`src/sv/bfa_pkg.sv`:
```
// bfa_pkg: request/result types, codes and command/status structs for the
// bitmap frame allocator. No dependencies.
`default_nettype none
package bfa_pkg;
	localparam int unsigned FRAME_W = 18;
	localparam int unsigned COUNT_W = 19;
	localparam logic [COUNT_W-1:0] COUNT_MAX = '1;

	typedef enum logic [1:0] {
		REQ_ALLOC   = 2'd0,
		REQ_FREE    = 2'd1,
		REQ_RELEASE = 2'd2,
		REQ_RESERVE = 2'd3
	} req_kind_t;

	typedef enum logic [1:0] {
		ST_DONE    = 2'd0,
		ST_OOM     = 2'd1,
		ST_IGNORED = 2'd2,
		ST_SPARE   = 2'd3
	} status_t;

	typedef struct packed {
		logic [1:0]         req_type;
		logic [FRAME_W-1:0] frame_index;
		logic [COUNT_W-1:0] range_start;
		logic [COUNT_W-1:0] range_end;
	} req_t;

	typedef struct packed {
		logic [FRAME_W-1:0] alloc_frame;
		logic [1:0]         status;
		logic [COUNT_W-1:0] free_frames;
		logic [COUNT_W-1:0] released_frames;
	} rsp_t;

	// controller -> datapath
	typedef struct packed {
		logic load;       // capture request
		logic clr_read;   // reset word pointer at end of clear pass
		logic clr_write;  // write all-ones word
		logic rd_word;    // issue read of current word
		logic exec;       // act on the registered word
		logic adv;        // step word pointer
	} cmd_t;

	// datapath -> controller
	typedef struct packed {
		logic clr_last;
		logic word_last;  // current word is the final one to visit
		logic hit;        // alloc found a free bit in the word
		logic empty;      // range request touches nothing
	} sts_t;
endpackage
`default_nettype wire

```
`src/sv/bfa_ctrl.sv`:
```
// bfa_ctrl: sequencer for clear pass and word walks. Depends on bfa_pkg.
`default_nettype none
module bfa_ctrl (
	input  wire logic          clk,
	input  wire logic          arst_n,
	input  wire logic          start,
	input  wire bfa_pkg::sts_t sts,
	input  wire logic [1:0]    kind,
	output bfa_pkg::cmd_t      cmd,
	output logic               busy,
	output logic               done
);
	typedef enum logic [2:0] {S_CLR, S_IDLE, S_READ, S_WAIT, S_EXEC} state_t;
	state_t state_q;

	always_comb begin
		cmd = '0;
		unique case (state_q)
			S_CLR:  begin cmd.clr_write = 1'b1; cmd.adv = !sts.clr_last;
				cmd.clr_read = sts.clr_last; end
			S_IDLE: cmd.load = start;
			S_READ: cmd.rd_word = 1'b1;
			S_WAIT: ;
			S_EXEC: begin
				cmd.exec = 1'b1;
				cmd.adv = !sts.word_last && kind != bfa_pkg::REQ_FREE;
			end
			default: ;
		endcase
	end

	always_ff @(posedge clk or negedge arst_n) begin
		if (!arst_n) begin
			state_q <= S_CLR;
			busy <= 1'b1;
			done <= 1'b0;
		end else begin
			done <= 1'b0;
			unique case (state_q)
				S_CLR: if (sts.clr_last) begin state_q <= S_IDLE; busy <= 1'b0; end
				S_IDLE: if (start) begin state_q <= S_READ; busy <= 1'b1; end
				S_READ: begin
					if ((kind == bfa_pkg::REQ_RELEASE || kind == bfa_pkg::REQ_RESERVE)
						&& sts.empty) begin
						state_q <= S_IDLE; busy <= 1'b0; done <= 1'b1;
					end else state_q <= S_WAIT;
				end
				S_WAIT: state_q <= S_EXEC;
				S_EXEC: if (sts.word_last || kind == bfa_pkg::REQ_FREE) begin
					state_q <= S_IDLE; busy <= 1'b0; done <= 1'b1;
				end else state_q <= S_READ;
				default: state_q <= S_IDLE;
			endcase
		end
	end
endmodule
`default_nettype wire

```
`config.mk`:
```
export PLATFORM = sky130hd
export DESIGN_NAME = bfa_ctrl
export DESIGN_NICKNAME = d
export VERILOG_FILES = /design/src/sv/bfa_pkg.sv /design/src/sv/bfa_ctrl.sv
export SDC_FILE = /design/constraint.sdc
export NUM_CORES = 1
export LEC_CHECK = 0
export ABC_AREA = 0
export BUFFER_PORTS_ARGS = -buffer_cell sky130_fd_sc_hd__buf_2
export CAP_MARGIN = 30
export CORE_AREA = 2 2 39 41
export DETAILED_ROUTE_END_ITERATION = 16
export DIE_AREA = 0 0 41 43
export GPL_TIMING_DRIVEN = 1
export PLACE_DENSITY = 0.6
export SLEW_MARGIN = 20
export SYNTH_ARGS = -nofsm -noshare
export SYNTH_HDL_FRONTEND = slang
export SYNTH_SLANG_ARGS = --single-unit
```
`constraint.sdc`:
```
create_clock -name clk -period 2 [get_ports clk]
set_clock_uncertainty 0.1 [all_clocks]
set_input_delay 0 -clock clk [delete_from_list [all_inputs] [get_ports clk]]
set_output_delay 0 -clock clk [all_outputs]
set_load 0.01 [all_outputs]
```
==> impl_summary.log <==
INFO  metric post_synthesis_adder_cell_area_fraction = 0%
INFO  metric slew_violations = 0
INFO  metric max_cap_violations = 0
INFO  metric worst-slew-pin-transition = 0.3849 ns
INFO  metric post_route_cells_drive_above_1_share = 41.82%
INFO  metric worst_setup_path_end_kind = register
INFO  metric synth_compound_area_share = 25.62%
INFO  metric final_nets = 65
INFO  metric setup_failing_eps_final = 0
INFO  metric grt_max_degree = 13
INFO  metric reg2reg_depth = 4
INFO  metric stdcell_count = 71
INFO  metric drt_pass1_iterations = 1
INFO  metric yosys.area_share.xor_xnor = 0%
INFO  metric clk-insertion-delay-late = 0.25 ns
INFO  metric floorplan.die.height = 43 um
INFO  metric vias = 344
INFO  metric initial_utilization = 25.41%
INFO  metric ctsRootBufferMaster = clkbuf_4
INFO  metric p_per_cell_area = 1312 nW/um2
INFO  metric layout.cells.most_common_list = buf_2, dfrtp_1, dlygate4sd3_1
INFO  metric core_region_area = 1384 um2
INFO  metric synth-seq-cells = 5
INFO  metric total_power = 0.6255 mW
INFO  metric critical_path_arrival = 1.93 ns
INFO  metric critPathRequiredTime = 2.09 ns
INFO  metric post-cts-setup-buffers = 0
INFO  metric die_area = 1763 um2
INFO  metric timing.fmax = 0.5440 GHz
INFO  metric grt_pass1_vias = 320
INFO  metric layout_commonest_cell = buf_2
INFO  metric max-vdd-ir-drop = 465.5 uV
INFO  metric critical_path_peak_fanout = 10
INFO  metric drt.antenna.violating_nets = 0
INFO  metric synth_cell_types = 25
INFO  metric grt_setup_unrepaired = false
INFO  metric syn_nets = 44
INFO  metric final_core_utilization = 34.45%
INFO  metric first_iter_violations = 0
INFO  metric cts.clk_slew.worst_paths = 0.05 ns
INFO  metric hold_start = sts[2]
INFO  metric synth.yosys.warnings = 0
INFO  metric viasPerCell = 4.845
INFO  metric fp-row-count = 14
INFO  metric grt_use_total = 11.91%
INFO  metric totalNegativeSetupSlack = 0 ns
INFO  metric class_of_the_tightest_hold_or_removal_check = in -> reg
INFO  metric regToRegEndpoint = done
INFO  metric synth_seq_area_share = 35.94%
INFO  metric timing.final.crit_period = 1.838 ns
INFO  metric tritoncts_clock_tree = built
INFO  metric numPlacedInstances = 63
INFO  metric setup.reg_to_reg.worst_slack = 0.16 ns
INFO  metric syn-cell-area = 351.6 um2
INFO  metric fin_crit_sh = 91.92%
INFO  metric drcViolationCount = 0
INFO  metric wl_per_cell = 10.94 um
INFO  metric hpwl = 541.2 um
INFO  metric yosys.area_share.simple = 25.98%
INFO  metric hold-path-endpoint = state_q[1]
INFO  metric cts_buffers = 3
INFO  metric hold_path_depth = 4
INFO  metric drt-total-wl = 777 um
INFO  metric grt_pass1_wl = 1.331 mm
INFO  metric clockBufferDepth = 2
INFO  metric num_io_pins = 17
INFO  metric post_cts_resized = 0
INFO  metric status = finished clean
INFO  metric critPathLaunchType = register
INFO  metric maxSlewHeadroom = 74.34%
INFO  metric synth_top_family_by_area = simple AND/OR/NAND/NOR gates
INFO  metric area_growth_syn_to_layout = 35.59%
INFO  metric io_buffer_count = 15
INFO  metric power.leakage = 0.2357 nW
INFO  metric crit-reg2reg-launch = state_q[2]
INFO  metric timing_worst_setup_path_type = reg -> reg
INFO  metric die-width = 41 um
INFO  metric globalplace.congestion = 0.7198
INFO  metric cts_num_sinks = 5
INFO  metric grt_antenna_before_repair = 0
INFO  metric cts.hold.buffers_added = 4
INFO  metric global_route.overflow_total = 0
INFO  metric htreeDepth = 1
INFO  metric hold_violations = 0
INFO  metric postSynthAreaPerCell = 10.05 um2
INFO  metric insertedDiodeCount = 0
INFO  metric yosys-mux-area-fraction = 0%
INFO  metric post_synth_inst_count = 35
## cells by family (layout without fill, tap and decap cells)
kind of cell           after synthesis  after routing
AND/OR/NAND/NOR                     13             13
AO/OA/AOI/OAI                       12             12
flip-flops                           5              5
buffers and inverters                5             25
## metrics by stage
stage	hold WS, ns	area (um2)	worst slack [ns]
after global placement	-0.2846	410.4	0.5660
after CTS	0.008705	476.7	0.1766
after floorplan	-0.3956	351.6	0.6606
after global routing	0.05276	476.7	0.02652
final	0.01278	476.7	0.1616
after detailed placement	-0.2860	410.4	0.5637
## Yosys cell counts (all sizes together)
master   instances  area [um2]
a21oi            1       5.000
a21boi           1       7.510
nand3            1       5.000
nor3             2       10.01
nor2             2       7.510
or2b             1       7.510
dfrtp            4       100.1
buf              2       22.52
inv              2       7.510
nor3b            2       31.28
o21a             1       7.510
a221o            1       10.01
a32o             1       10.01
o31a             1       8.760
o41ai            1       8.760
a2bb2oi          1       8.760
o21ai            3       15.01
a31o             1       8.760
and3b            1       10.01
nand2            2       7.510
dfstp            1       26.28
clkbuf           1       13.76
and2             1       6.260
nor2b            1       6.260
## state kept, by name (all words and copies together), names as in the netlist
signal / cells
busy: 1
done: 1
state_q: 3
## how the worst max path moves through the flow
stage | startpoint | endpoint | cells after the start
global route | state_q[2] | done | 4
finish | state_q[2] | done | 4
CTS | state_q[2] | done | 4
global placement | state_q[1] | busy | 3
detailed placement | state_q[1] | busy | 3
floorplan | state_q[2] | busy | 4
## layer usage
layer | vias up | track usage [%] | wire length [um]
met5 | - | 0 | 0
met3 | 3 | 6.283 | 58
met4 | 0 | 8.000 | 16
met2 | 9 | 16.25 | 373
met1 | 165 | 13.73 | 329
li1 | 167 | - | -
## critical path, stage by stage, from the launching register on
cell	delay (ns)
dfrtp_1	0.52
nor3b_4	0.29
a21boi_0	0.21
a31o_2	0.12
dlygate4sd3_1	0.53
## area by class of cell
| cell class | instances | area, um2 |
|---|---|---|
| clock buffers | 4 | 26.28 |
| fillers | 155 | 907.1 |
| inverters | 2 | 7.507 |
| multi-input cells | 25 | 181.4 |
| flip-flops and latches | 5 | 126.4 |
| well taps | 16 | 20.02 |
| repair buffers | 19 | 115.1 |
## report_power, final
part | internal [mW] | switching, mW | total [mW] | leakage, nW
clock network | 0.0757 | 0.0461 | 0.122 | 0.0150
registers | 0.149 | 0.0895 | 0.239 | 0.0618
logic | 0.150 | 0.115 | 0.265 | 0.159
Power figures use the tool's default switching activity.
